File: config.mk
export PLATFORM = sky130hd
export DESIGN_NAME = fastq_record_parser_core
export DESIGN_NICKNAME = d
export VERILOG_FILES = /design/src/sv/fqp_pkg.sv /design/src/sv/fqp_cfg_regs.sv /design/src/sv/fqp_window.sv /design/src/sv/fqp_parser.sv /design/src/sv/fastq_record_parser_core.sv
export SDC_FILE = /design/constraint.sdc
export NUM_CORES = 1
export LEC_CHECK = 0
export ABC_CLOCK_PERIOD_IN_PS = 6200
export BUFFER_PORTS_ARGS = -buffer_cell sky130_fd_sc_hd__buf_2
export CORE_ASPECT_RATIO = 0.8
export CORE_UTILIZATION = 58
export DETAILED_ROUTE_END_ITERATION = 10
export GPL_ROUTABILITY_DRIVEN = 1
export PLACE_DENSITY = 0.89
export SETUP_SLACK_MARGIN = 0.5
export SLEW_MARGIN = 20
export SYNTH_ARGS = -nofsm -noshare
export SYNTH_HDL_FRONTEND = slang
export SYNTH_SLANG_ARGS = --single-unit
File: constraint.sdc
create_clock -name i_clk -period 6.2 [get_ports i_clk]
set_input_delay 0.93 -clock i_clk [delete_from_list [all_inputs] [get_ports i_clk]]
set_output_delay 0.93 -clock i_clk [all_outputs]
set_load 0.02 [all_outputs]
File: src/sv/fqp_pkg.sv
// Shared types, codes and constants of the FASTQ record parser.
// No dependencies; used by every module of the block.
`default_nettype none

package fqp_pkg;

    localparam int PAT_MAX    = 8;   // longest terminator in bytes
    localparam int COUNT_BITS = 16;  // width of the length counters
    localparam int LEN_W      = $clog2(PAT_MAX + 1);
    localparam int IDX_W      = (PAT_MAX > 1) ? $clog2(PAT_MAX) : 1;

    localparam logic [COUNT_BITS-1:0] CNT_MAX = {COUNT_BITS{1'b1}};

    localparam logic [7:0] CHAR_AT = 8'h40;
    localparam logic [7:0] CHAR_NL = 8'h0A;

    // "\n+\n", first byte in the low bits
    localparam logic [63:0] TERM_PATTERN_RESET = 64'h0000_0000_000A_2B0A;
    localparam logic [3:0]  TERM_LENGTH_RESET  = 4'd3;

    typedef enum logic [0:0] {
        CFG_TERM_PATTERN = 1'b0,
        CFG_TERM_LENGTH  = 1'b1
    } t_cfg_index;

    typedef enum logic [2:0] {
        KIND_DROP    = 3'd0,
        KIND_ID      = 3'd1,
        KIND_SEQ     = 3'd2,
        KIND_QUAL    = 3'd3,
        KIND_HDR_END = 3'd4
    } t_byte_kind;

    typedef enum logic [2:0] {
        ST_BUSY      = 3'd0,
        ST_DONE      = 3'd1,
        ST_NO_AT     = 3'd2,
        ST_EARLY_END = 3'd3,
        ST_OVERFLOW  = 3'd4
    } t_status;

    typedef struct packed {
        logic [7:0] in_byte;
        logic       end_of_input;
    } t_in_item;

    typedef struct packed {
        logic [7:0]  out_byte;
        t_byte_kind  byte_kind;
        logic [15:0] id_length;
        logic [15:0] seq_length;
        t_status     status;
    } t_out_item;

    // Terminator settings after clamping to 1..PAT_MAX
    typedef struct packed {
        logic [63:0]      pattern;
        logic [LEN_W-1:0] used_len;
        logic [IDX_W-1:0] used_idx;
    } t_cfg;

    // Window shift request from the parser
    typedef struct packed {
        logic       shift;
        logic [7:0] data;
    } t_win_ctrl;

endpackage

`default_nettype wire

File: src/sv/fqp_cfg_regs.sv
// Terminator configuration registers with length clamping.
// Depends on fqp_pkg.
`default_nettype none

module fqp_cfg_regs (
    input  wire logic              i_clk,
    input  wire logic              i_rst_n,
    input  wire logic              i_wr_en,
    input  wire fqp_pkg::t_cfg_index i_wr_index,
    input  wire logic [63:0]       i_wr_data,
    output fqp_pkg::t_cfg          o_cfg
);

    logic [63:0] r_pattern;
    logic [3:0]  r_length;
    logic [3:0]  clamped;

    always_ff @(posedge i_clk) begin
        if (!i_rst_n) begin
            r_pattern <= fqp_pkg::TERM_PATTERN_RESET;
            r_length  <= fqp_pkg::TERM_LENGTH_RESET;
        end else if (i_wr_en) begin
            unique case (i_wr_index)
                fqp_pkg::CFG_TERM_PATTERN: r_pattern <= i_wr_data;
                fqp_pkg::CFG_TERM_LENGTH:  r_length  <= i_wr_data[3:0];
                default:                   r_length  <= r_length;
            endcase
        end
    end

    // zero acts as one, anything past the window depth as the full depth
    always_comb begin
        if (r_length == 4'd0) begin
            clamped = 4'd1;
        end else if (r_length > 4'(fqp_pkg::PAT_MAX)) begin
            clamped = 4'(fqp_pkg::PAT_MAX);
        end else begin
            clamped = r_length;
        end
    end

    assign o_cfg.pattern  = r_pattern;
    assign o_cfg.used_len = fqp_pkg::LEN_W'(clamped);
    assign o_cfg.used_idx = fqp_pkg::IDX_W'(clamped - 4'd1);

endmodule

`default_nettype wire

File: src/sv/fqp_window.sv
// Sliding byte window of the sequence phase and parallel terminator compare.
// Depends on fqp_pkg.
`default_nettype none

module fqp_window (
    input  wire logic               i_clk,
    input  wire logic               i_rst_n,
    input  wire fqp_pkg::t_cfg      i_cfg,
    input  wire fqp_pkg::t_win_ctrl i_ctrl,
    output logic                    o_match
);

    logic [7:0] r_window [fqp_pkg::PAT_MAX];
    logic [7:0] nxt      [fqp_pkg::PAT_MAX];
    logic [fqp_pkg::PAT_MAX-1:0] hit;

    // window as it looks after the candidate byte is shifted in
    always_comb begin
        nxt[0] = i_ctrl.data;
        for (int i = 1; i < fqp_pkg::PAT_MAX; i++) begin
            nxt[i] = r_window[i-1];
        end
    end

    // one compare per terminator length; newest byte matches the last pattern byte
    always_comb begin
        for (int n = 0; n < fqp_pkg::PAT_MAX; n++) begin
            hit[n] = 1'b1;
            for (int i = 0; i <= n; i++) begin
                if (nxt[i] != i_cfg.pattern[8*(n-i) +: 8]) begin
                    hit[n] = 1'b0;
                end
            end
        end
    end

    assign o_match = hit[i_cfg.used_idx];

    always_ff @(posedge i_clk) begin
        if (!i_rst_n) begin
            for (int i = 0; i < fqp_pkg::PAT_MAX; i++) begin
                r_window[i] <= 8'h00;
            end
        end else if (i_ctrl.shift) begin
            for (int i = 0; i < fqp_pkg::PAT_MAX; i++) begin
                r_window[i] <= nxt[i];
            end
        end
    end

endmodule

`default_nettype wire

File: src/sv/fqp_parser.sv
// Record phase machine, length counters and result register.
// Depends on fqp_pkg; pairs with fqp_window for the terminator match.
`default_nettype none

module fqp_parser (
    input  wire logic              i_clk,
    input  wire logic              i_rst_n,
    input  wire logic              i_take,
    input  wire fqp_pkg::t_in_item i_item,
    input  wire fqp_pkg::t_cfg     i_cfg,
    input  wire logic              i_match,
    input  wire logic              i_out_stall,
    output fqp_pkg::t_win_ctrl     o_win,
    output logic                   o_free,
    output logic                   o_out_valid,
    output fqp_pkg::t_out_item     o_out_data
);

    typedef enum logic [1:0] {
        PH_HEADER = 2'd0,
        PH_IDENT  = 2'd1,
        PH_SEQ    = 2'd2,
        PH_QUAL   = 2'd3
    } t_phase;

    t_phase                        r_phase,   n_phase;
    logic [fqp_pkg::COUNT_BITS-1:0] r_id,     n_id;
    logic [fqp_pkg::COUNT_BITS-1:0] r_seq,    n_seq;
    logic [fqp_pkg::COUNT_BITS-1:0] r_qual,   n_qual;
    logic                          r_out_valid;
    fqp_pkg::t_out_item            r_out,     n_out;

    logic [fqp_pkg::COUNT_BITS-1:0] seq_inc;
    logic [fqp_pkg::COUNT_BITS-1:0] seq_len;
    logic [fqp_pkg::COUNT_BITS-1:0] qual_dec;
    logic [fqp_pkg::COUNT_BITS-1:0] term_len;
    logic [fqp_pkg::COUNT_BITS-1:0] seq_out;
    logic [7:0]                    b;
    logic                          seq_room;

    assign b        = i_item.end_of_input ? 8'h00 : i_item.in_byte;
    assign term_len = fqp_pkg::COUNT_BITS'(i_cfg.used_len);
    assign seq_inc  = r_seq + 1'b1;
    assign seq_len  = seq_inc - term_len;
    assign qual_dec = (r_qual != '0) ? r_qual - 1'b1 : r_qual;
    assign seq_room = (r_seq != fqp_pkg::CNT_MAX);

    // window advances only on sequence bytes that fit the counter
    assign o_win.shift = i_take && !i_item.end_of_input && (r_phase == PH_SEQ) && seq_room;
    assign o_win.data  = b;

    always_comb begin
        n_phase = r_phase;
        n_id    = r_id;
        n_seq   = r_seq;
        n_qual  = r_qual;
        seq_out = '0;

        n_out.out_byte  = b;
        n_out.byte_kind = fqp_pkg::KIND_DROP;
        n_out.status    = fqp_pkg::ST_BUSY;

        if (i_item.end_of_input) begin
            if (r_phase != PH_HEADER) begin
                n_out.status = fqp_pkg::ST_EARLY_END;
                n_phase      = PH_HEADER;
            end
        end else begin
            unique case (r_phase)
                PH_HEADER: begin
                    if (b == fqp_pkg::CHAR_AT) begin
                        n_out.byte_kind = fqp_pkg::KIND_ID;
                        n_id            = fqp_pkg::COUNT_BITS'(1);
                        n_seq           = '0;
                        n_qual          = '0;
                        n_phase         = PH_IDENT;
                    end else if (b == fqp_pkg::CHAR_NL) begin
                        n_out.status = fqp_pkg::ST_NO_AT;
                    end
                end
                PH_IDENT: begin
                    if (b == fqp_pkg::CHAR_NL) begin
                        n_out.byte_kind = fqp_pkg::KIND_HDR_END;
                        n_seq           = '0;
                        n_phase         = PH_SEQ;
                    end else if (r_id == fqp_pkg::CNT_MAX) begin
                        n_out.status = fqp_pkg::ST_OVERFLOW;
                        n_phase      = PH_HEADER;
                    end else begin
                        n_out.byte_kind = fqp_pkg::KIND_ID;
                        n_id            = r_id + 1'b1;
                    end
                end
                PH_SEQ: begin
                    n_out.byte_kind = fqp_pkg::KIND_SEQ;
                    if (!seq_room) begin
                        n_out.status = fqp_pkg::ST_OVERFLOW;
                        n_phase      = PH_HEADER;
                    end else if ((seq_inc >= term_len) && i_match) begin
                        n_seq   = seq_len;
                        n_qual  = seq_len;
                        seq_out = seq_len;
                        if (seq_len == '0) begin
                            // empty sequence: record ends on the terminator
                            n_out.status = fqp_pkg::ST_DONE;
                            n_phase      = PH_HEADER;
                        end else begin
                            n_phase = PH_QUAL;
                        end
                    end else begin
                        n_seq = seq_inc;
                    end
                end
                PH_QUAL: begin
                    n_out.byte_kind = fqp_pkg::KIND_QUAL;
                    seq_out         = r_seq;
                    n_qual          = qual_dec;
                    if (qual_dec == '0) begin
                        n_out.status = fqp_pkg::ST_DONE;
                        n_phase      = PH_HEADER;
                    end
                end
                default: n_phase = PH_HEADER;
            endcase
        end

        n_out.id_length  = 16'(n_id);
        n_out.seq_length = 16'(seq_out);
    end

    assign o_free = !r_out_valid || !i_out_stall;

    always_ff @(posedge i_clk) begin
        if (!i_rst_n) begin
            r_phase     <= PH_HEADER;
            r_id        <= '0;
            r_seq       <= '0;
            r_qual      <= '0;
            r_out_valid <= 1'b0;
        end else begin
            if (i_take) begin
                r_phase     <= n_phase;
                r_id        <= n_id;
                r_seq       <= n_seq;
                r_qual      <= n_qual;
                r_out_valid <= 1'b1;
            end else if (!i_out_stall) begin
                r_out_valid <= 1'b0;
            end
        end
    end

    always_ff @(posedge i_clk) begin
        if (i_take) begin
            r_out <= n_out;
        end
    end

    assign o_out_valid = r_out_valid;
    assign o_out_data  = r_out;

endmodule

`default_nettype wire

File: src/sv/fastq_record_parser_core.sv
// FASTQ record parser: takes one stream byte per transaction and returns one
// tagged result per byte. The block drops bytes until '@', tags identifier
// bytes up to the header newline, then tracks sequence bytes in a sliding
// window until the configured terminator (1 to 8 bytes, "\n+\n" after reset)
// matches, reports the sequence length and tags that many quality bytes.
// Throughput is one byte per clock unless output stalls; bytes pass the input
// register, then the result register. The terminator compare runs on all window
// lengths in parallel, and the phase/counter update is a single compare-and-add
// per byte, so nothing loops. Counters are 16 bits; a byte that would exceed
// them ends the record with an overflow status. The config port is always
// ready; write it only while no transaction is in flight. No clearing pass.
// Depends on fqp_pkg, fqp_cfg_regs, fqp_window and fqp_parser.
`default_nettype none

module fastq_record_parser_core (
    input  wire logic                i_clk,
    input  wire logic                i_rst_n,
    // byte stream in
    input  wire logic                i_in_valid,
    output logic                     o_in_stall,
    input  wire fqp_pkg::t_in_item   i_in_data,
    // tagged results out
    output logic                     o_out_valid,
    input  wire logic                i_out_stall,
    output fqp_pkg::t_out_item       o_out_data,
    // configuration writes
    input  wire logic                i_cfg_valid,
    output logic                     o_cfg_ready,
    input  wire fqp_pkg::t_cfg_index i_cfg_index,
    input  wire logic [63:0]         i_cfg_data
);

    // input register: holds one accepted transaction until the parser takes it
    logic               r_s1_valid;
    fqp_pkg::t_in_item  r_s1_data;

    logic               out_free;
    logic               take;
    logic               in_accept;
    logic               match;
    fqp_pkg::t_cfg      cfg;
    fqp_pkg::t_win_ctrl win_ctrl;

    assign take       = r_s1_valid && out_free;
    assign o_in_stall = r_s1_valid && !out_free;
    assign in_accept  = i_in_valid && !o_in_stall;
    assign o_cfg_ready = 1'b1;

    always_ff @(posedge i_clk) begin
        if (!i_rst_n) begin
            r_s1_valid <= 1'b0;
        end else if (in_accept) begin
            r_s1_valid <= 1'b1;
        end else if (take) begin
            r_s1_valid <= 1'b0;
        end
    end

    always_ff @(posedge i_clk) begin
        if (in_accept) begin
            r_s1_data <= i_in_data;
        end
    end

    fqp_cfg_regs u_cfg (
        .i_clk      (i_clk),
        .i_rst_n    (i_rst_n),
        .i_wr_en    (i_cfg_valid && o_cfg_ready),
        .i_wr_index (i_cfg_index),
        .i_wr_data  (i_cfg_data),
        .o_cfg      (cfg)
    );

    // window compare sees the byte held in the input register
    fqp_window u_window (
        .i_clk   (i_clk),
        .i_rst_n (i_rst_n),
        .i_cfg   (cfg),
        .i_ctrl  (win_ctrl),
        .o_match (match)
    );

    fqp_parser u_parser (
        .i_clk       (i_clk),
        .i_rst_n     (i_rst_n),
        .i_take      (take),
        .i_item      (r_s1_data),
        .i_cfg       (cfg),
        .i_match     (match),
        .i_out_stall (i_out_stall),
        .o_win       (win_ctrl),
        .o_free      (out_free),
        .o_out_valid (o_out_valid),
        .o_out_data  (o_out_data)
    );

endmodule

`default_nettype wire

==> out/metrics.yaml, run 1 <==
cts:
  cts_buffer_depth: 3
  clk_latency_ps: 550
  cts_resized: 0
  cts.sinks: 231
  clock_tree.htree_level_count: 1
  post_cts_buffers: 0
  tritoncts: "done"
  cts-root-buf: "clkbuf_16"
  cts-hold-fix-buffers: 0
  numCtsBuffers: 24
  clk_pin_slew_ps: 60
floorplanning:
  start_util_pct: 59.2
  core-area_um2: 25400
  die_y_um: 146
  die_area_um2: 26600
  std_cell_rows: 52
  pin_count: 128
  die_w_um: 182
power:
  p_sw_mw: 1.05
  vdd_ir_drop_max_uv: 234
  finalPower_mw: 3.76
  swShare_pct: 28.0
  pwr-share-seq_pct: 48.3
  p_int_mw: 2.71
  clockPowerShare_pct: 39.0
  p_leak_nw: 5.98
  p_per_area_nw_per_um2: 230
  comb_power_share_pct: 12.7
sta:
  final-setup-viol-count: 0
  fin_crit_sh_pct: 75.7
  finalClockSkew_ps: 26.3
  fmax_mhz: 213
  worst_pin_slew_ps: 1080
  period_minus_slack_ps: 4700
  slew-limit-headroom_pct: 28.2
  rsz0062_at_grt: "false"
  finalSetupTns_ps: 0
  fin_ws_ps: 1500
  drv_slew: 0
  hold_viol_final: 0
worst_setup_path:
  crit_end: "u_parser.r_qual[9]"
  critPathRequiredTime_ps: 6650
  r2r_cells: 15
  crit_start: "u_cfg.r_length[1]"
  worstPathArrival_ps: 5140
  crit_fanout: 28
  r2r_slack_ps: 1500
  crit_type: "flop to flop"
  critPathCaptureType: "flop"
  reg2reg_from: "u_cfg.r_length[1]"
  reg2reg_to: "u_parser.r_qual[9]"
  cp-start-kind: "flop"
synthesis:
  yosysTopAreaCell: "edfxtp_1"
  yosys_warnings: 0
  netlist.area_leader.share_pct: 22.2
  ys_top_cells_by_area: "edfxtp_1 (22%), dfxtp_1 (16%), xnor2_1 (12%)"
  ys_async_sr_fraction_pct: 0
  ys_ff_latch: 231
  synthTopCellsByCount: "nand2_1 (218), xnor2_1 (204), clkbuf_1 (136), dfxtp_1 (120), edfxtp_1 (111)"
  mappedNetlistArea_um2: 15000
  ys.flop_type: "dfxtp_1"
  ys_types: 82
  netlist_instances: 1724
  syn_avg_cell_area_um2: 8.72
  yosysSeqAreaShare_pct: 38.2
  synth_edf_count: 111
  yosysMostFrequentCell: "nand2_1"
  syn_nets: 1814
placed_design:
  place_ws_ps: 1640
  place.gp.congestion: 1.07
  dp_hpwl_um: 34900
  io_buffer_count: 126
grt:
  grt_usage_pct: 37.3
  grt_overflow: 0
  grt_start_max_net_pins: 65
  grt_pass1_vias: 12300
  antenna_found_initial: 1
  grt_pass1_wl_um: 75800
run:
  drv_cap: 0
routing:
  wl_per_cell_um: 24.1
  drtIter0Drc: 1946
  via_per_inst: 6.60
  wl_um: 49600
  drc: 0
  route.vias.total: 13600
  drt-pass1-iter-count: 6
  drt.antenna.violating_nets: 0
cells_and_area:
  syn_to_final_growth_pct: 8.48
  regArea_um2: 5740
  fill_cells: 2082
  multi_input_area_um2: 8540
  layout-drive-gt1-share_pct: 12.3
  utilization_pct: 64.3
  fin_nets: 1805
  diodes: 0
worst_hold_path:
  worstHoldPathType: "flop to flop"
status:
  status: "complete, no violations"
cell usage in the layout, fill, tap and decap left out, types with 6 or more instances in the layout:
master	count
or4_1	6
nor4_1	39
clkbuf_16	27
and2_1	12
nand2b_1	12
nand3_1	50
clkbuf_1	10
nand4_1	65
nor2b_1	14
buf_4	17
edfxtp_1	111
mux2i_1	20
nor2_1	107
a22oi_1	11
nor3_1	24
o31ai_1	7
a21oi_1	81
dfxtp_1	120
o211a_1	6
ha_1	10
or3_1	7
xnor2_1	204
o32ai_1	22
buf_2	126
nor4bb_1	26
a31oi_1	31
o21ai_0	49
xor2_1	104
a22o_1	8
o211ai_1	11
inv_1	13
nand2_1	217
a21o_1	7
and3_1	61
worst min path at each step:
stage | slack, ps | start | cells past startpoint | end
after floorplan | 430 | u_cfg.r_length[0] | 2 | u_cfg.r_length[0]
after global placement | 450 | u_cfg.r_length[0] | 2 | u_cfg.r_length[0]
after detailed placement | 480 | u_cfg.r_length[3] | 2 | u_cfg.r_length[3]
after CTS | 490 | u_cfg.r_length[3] | 2 | u_cfg.r_length[3]
after global routing | 520 | u_cfg.r_length[3] | 2 | u_cfg.r_length[3]
final | 490 | u_cfg.r_length[1] | 2 | u_cfg.r_length[1]
logic make-up (layout without fill, tap and decap cells):
| logic type | count (synthesis) | after routing | synth area share, % |
|---|---|---|---|
| xor gates and xnor gates | 309 | 309 | 18.1 |
| buffers and inverters | 196 | 205 | 5.18 |
| other | 1 | 1 | 0.0249 |
| DFF | 231 | 231 | 38.2 |
| adders and majority gates | 11 | 11 | 0.966 |
| AOI/OAI and AO/OA | 282 | 282 | 13.0 |
| and+or+nand+nor | 674 | 674 | 23.3 |
| muxes | 20 | 20 | 1.33 |
flip-flops by register name, summed over array words and instances (netlist names):
signal / flops
r_s1_data: 9
u_parser.r_qual: 16
u_cfg.r_length: 4
u_parser.r_phase: 2
u_parser.o_out_data: 46
u_window.r_window: 56
u_cfg.r_pattern: 64
u_parser.r_seq: 16
u_parser.o_out_valid: 1
u_parser.r_id: 16
r_s1_valid: 1
power groups by stage:
stage | Clock, mW | Sequential, mW | Combinational (mW)
finish | 1.46 | 1.82 | 0.477
global placement | 0 | 1.83 | 0.456
floorplan | 0 | 1.74 | 0.386
detailed placement | 0 | 1.84 | 0.462
global route | 1.53 | 1.82 | 0.516
CTS | 1.47 | 1.80 | 0.467
stage by stage:
step | cells | cell area, µm² | hold slack [ps]
final | 2057 | 16300 | 488
after CTS | 2057 | 16300 | 489
after floorplan | 1724 | 15000 | 432
after global placement | 2013 | 15500 | 452
after global routing | 2057 | 16300 | 517
after detailed placement | 2013 | 15500 | 480
routing by layer:
metal	global-route usage, %	wire length (µm)	up-vias
li1	-	-	6063
met1	56.5	21600	6501
met2	52.0	20100	915
met3	10.8	6900	98
met4	8.19	1030	0
met5	0	0	-
worst max-delay path: stages (launching register included):
cell and delay [ps]:
dfxtp_1 320, o21ba_2 220, nor2_1 660, ha_1 330, fa_1 220, nor2b_1 60, o21a_1 200, a2111oi_4 390
and3b_1 430, nand4_1 200, o21ai_2 150, nor3_2 60, buf_4 260, a21o_1 250, o211ai_4 560, mux2i_1 290
cell type report:
class	count	area share [%]
multi-input combinational	1297	52.4
inverter	18	0.414
clock buffer	41	4.71
clock inverter	3	0.161
timing repair buffer	143	4.65
sequential	231	35.2
tap	324	2.49
No activity file was read; power rests on OpenSTA's default activity.
==> run 2: changes to the inputs <==
--- a/config.mk
+++ b/config.mk
@@ -5,13 +5,13 @@
 export SDC_FILE = /design/constraint.sdc
 export NUM_CORES = 1
 export LEC_CHECK = 0
-export ABC_CLOCK_PERIOD_IN_PS = 6200
+export ABC_CLOCK_PERIOD_IN_PS = 3800
 export BUFFER_PORTS_ARGS = -buffer_cell sky130_fd_sc_hd__buf_2
 export CORE_ASPECT_RATIO = 0.8
-export CORE_UTILIZATION = 58
+export CORE_UTILIZATION = 55
 export DETAILED_ROUTE_END_ITERATION = 10
 export GPL_ROUTABILITY_DRIVEN = 1
-export PLACE_DENSITY = 0.89
+export PLACE_DENSITY = 0.88
 export SETUP_SLACK_MARGIN = 0.5
 export SLEW_MARGIN = 20
 export SYNTH_ARGS = -nofsm -noshare
==> constraint.sdc (replaced) <==
create_clock -name i_clk -period 3.8 [get_ports i_clk]
set_input_delay 0.57 -clock i_clk [delete_from_list [all_inputs] [get_ports i_clk]]
set_output_delay 0.57 -clock i_clk [all_outputs]
set_load 0.02 [all_outputs]
==> run 2 against run 1 <==
- via count rose by 7.4%
- routed wire length rose by 10%
- critical endpoint is now u_parser.r_seq[4]
- cell area rose by 12%
- sequential power rose by 58%
- clock skew rose by 3.7 ps
- fmax rose by 35%
- utilization rose by 4.8 points
- largest power group unchanged
- total power rose by 67%
==> out/metrics.yaml, run 2 (same netlist as run 1, synthesis figures left out) <==
worst_setup_path:
  crit_fanout: 5  # -82%
  critPathCaptureType: "flop"
  max_stage_delay_ps: 560  # -100 ps
  cp_common_cell: "buf_4"
  slowest_stage: "edfxtp_1"
  cp-start-kind: "flop"
  critPathRequiredTime_ps: 4210  # -2440 ps
  crit_type: "flop to flop"
  critical_path.top_delay_family: "buffers and inverters"
  crit_buf_inv: 5  # +4
  crit_path_cell_trace: "buf_4 -> xnor2_1 -> nand4_1 -> nor3_1 -> nand4_1 -> o21ai_0 -> o21ai_2 -> buf_4 -> buf_6 -> buf_4 -> nor4_1 -> buf_4 -> xnor2_1 -> o21ai_0"
  worstPathArrival_ps: 3890  # -1250 ps
cts:
  cts_buffer_depth: 3  # unchanged
  cts-hold-fix-buffers: 0  # unchanged
  clock_tree.htree_level_count: 1  # unchanged
  cts.sinks: 231  # unchanged
  cts-root-buf: "clkbuf_16"
  clk_pin_slew_ps: 70  # about the same
  clk_latency_ps: 560  # about the same
  tritoncts: "done"
  numCtsBuffers: 23  # -4.2%
placed_design:
  io_buffer_count: 126  # unchanged
  place_ws_ps: 29.8  # -1610 ps
  place.gp.congestion: 1.06  # -0.52%
  place_area_um2: 16300  # +4.9%
  dp_hpwl_um: 38100  # +9.1%
sta:
  rsz0062_at_grt: "true"
  period_minus_slack_ps: 3480  # -1210 ps
  finalClockSkew_ps: 30.0  # +3.70 ps
  fmax_mhz: 287  # +35%
  drv_slew: 0  # unchanged
  fin_crit_sh_pct: 91.6  # +16 points
  worst_pin_slew_ps: 1100  # +26.4 ps
  fin_ws_ps: 318  # -1190 ps
  slew-limit-headroom_pct: 26.3  # -1.9 points
  worst_hold_slack_ps: 193  # -294 ps
  finalSetupTns_ps: 0  # unchanged
  final-setup-viol-count: 0  # unchanged
  hold_viol_final: 0  # unchanged
cells_and_area:
  syn_to_final_growth_pct: 21.9
  fin_nets: 1986  # +10%
  fin_area_um2: 18300  # +12%
  final_common_cell: "nand2_1"
  layout-drive-gt1-share_pct: 25.5  # +13 points
  multi_input_area_um2: 9030  # +5.7%
  fill_cells: 2067  # -0.72%
  largest_register: "u_cfg.r_pattern"
  largest_reg_flops: 64  # unchanged
  most-common-layout-cells: "nand2_1 (213), xnor2_1 (200), buf_4 (177), buf_2 (126), edfxtp_1 (111)"
  regArea_um2: 5770  # +0.68%
grt:
  grt_start_max_net_pins: 70  # +7.7%
  antenna_found_initial: 0  # -1
  grt_pass1_wl_um: 79900  # +5.4%
  grt_overflow: 0  # unchanged
  grt_pass1_vias: 13200  # +7.2%
  grt_usage_pct: 37.4  # +0.080 points
power:
  vdd_ir_drop_max_uv: 379  # +62%
  p_leak_nw: 7.02  # +17%
  finalPower_mw: 6.27  # +67%
  p_per_area_nw_per_um2: 343  # +49%
  swShare_pct: 28.8  # +0.86 points
  pwr-share-seq_pct: 45.7  # -2.6 points
  p_int_mw: 4.47  # +65%
  comb_power_share_pct: 17.6  # +4.9 points
  clockPowerShare_pct: 36.7  # -2.3 points
  p_sw_mw: 1.81  # +72%
floorplanning:
  die_y_um: 150  # +2.7%
  core-area_um2: 26500  # +4.5%
  die_w_um: 187  # +2.7%
  pin_count: 128  # unchanged
  die_area_um2: 28000  # +5.4%
  std_cell_rows: 53  # +1.9%
  start_util_pct: 56.7  # -2.6 points
routing:
  via_per_inst: 6.42  # -2.7%
  drtIter0Drc: 2043  # +5.0%
  wl_per_cell_um: 24.1  # -0.22%
  drc: 0  # unchanged
  drt-pass1-iter-count: 6  # unchanged
  drt.antenna.violating_nets: 0  # unchanged
  wl_um: 54700  # +10%
  route.vias.total: 14600  # +7.4%
run:
  drv_cap: 0  # unchanged
worst_hold_path:
  worstHoldPathType: "input port to flop"
status:
  status: "complete, no violations"
==> run 2: power by group through the flow <==
stage | Combinational [mW] | Sequential, mW | Clock [mW]
3_5_place_dp | 0.901 | 2.93 | 0
5_1_grt | 1.16 | 2.87 | 2.39
6_report | 1.10 | 2.87 | 2.30
4_1_cts | 0.969 | 2.86 | 2.31
2_1_floorplan | 0.631 | 2.83 | 0
3_3_place_gp | 0.886 | 2.93 | 0
==> run 2: worst paths after layout <==
path	cells after the start	slack (ps)	to	start
worst min register to register	2	480	u_cfg.r_pattern[62]	u_cfg.r_pattern[62]
worst max register to register	14	320	u_parser.r_seq[4]	u_window.r_window[0][7]
worst max-delay path	14	320	u_parser.r_seq[4]	u_window.r_window[0][7]
worst min-delay path	1	190	r_s1_data[2]	i_in_data[2]
==> run 2: timing repair <==
action,4_1_cts,5_1_grt
endpoints found under the hold margin,0,0
cloned,0,2
gates resized for setup,38,97
setup buffers,48,44
pin swaps,20,33
setup endpoints to repair,50,50
==> run 2: area by class of cell <==
type,instances,share of cell area [%]
Tap cell,357,2.44
Inverter,18,0.389
Sequential cell,231,31.5
Antenna cell,1,0.0137
Multi-Input combinational cell,1297,49.3
Clock buffer,34,3.59
Clock inverter,8,0.458
Timing Repair Buffer,325,12.3
==> run 2: worst register-to-register path: stages (launching register included) <==
cell      delay, ps
edfxtp_1        560
buf_4           250
xnor2_1         350
nand4_1         140
nor3_1          220
nand4_1         240
o21ai_0         360
o21ai_2         130
buf_4           160
buf_6           110
buf_4           130
nor4_1          230
buf_4           210
xnor2_1         150
o21ai_0         100
==> run 2: per-stage QoR <==
| stage | instances | utilization [%] |
|---|---|---|
| final | 2271 | 69.1 |
| after global routing | 2270 | 69.0 |
| after CTS | 2224 | 66.1 |
| after detailed placement | 2134 | 61.3 |
| after global placement | 2134 | 61.3 |
| after floorplan | 1724 | - |
==> run 2: metal layers <==
layer  track usage, %  wire length [µm]
met5                0                 0
met4             8.65              1360
met3             8.79              7230
met2             54.1             22800
met1             55.7             23300
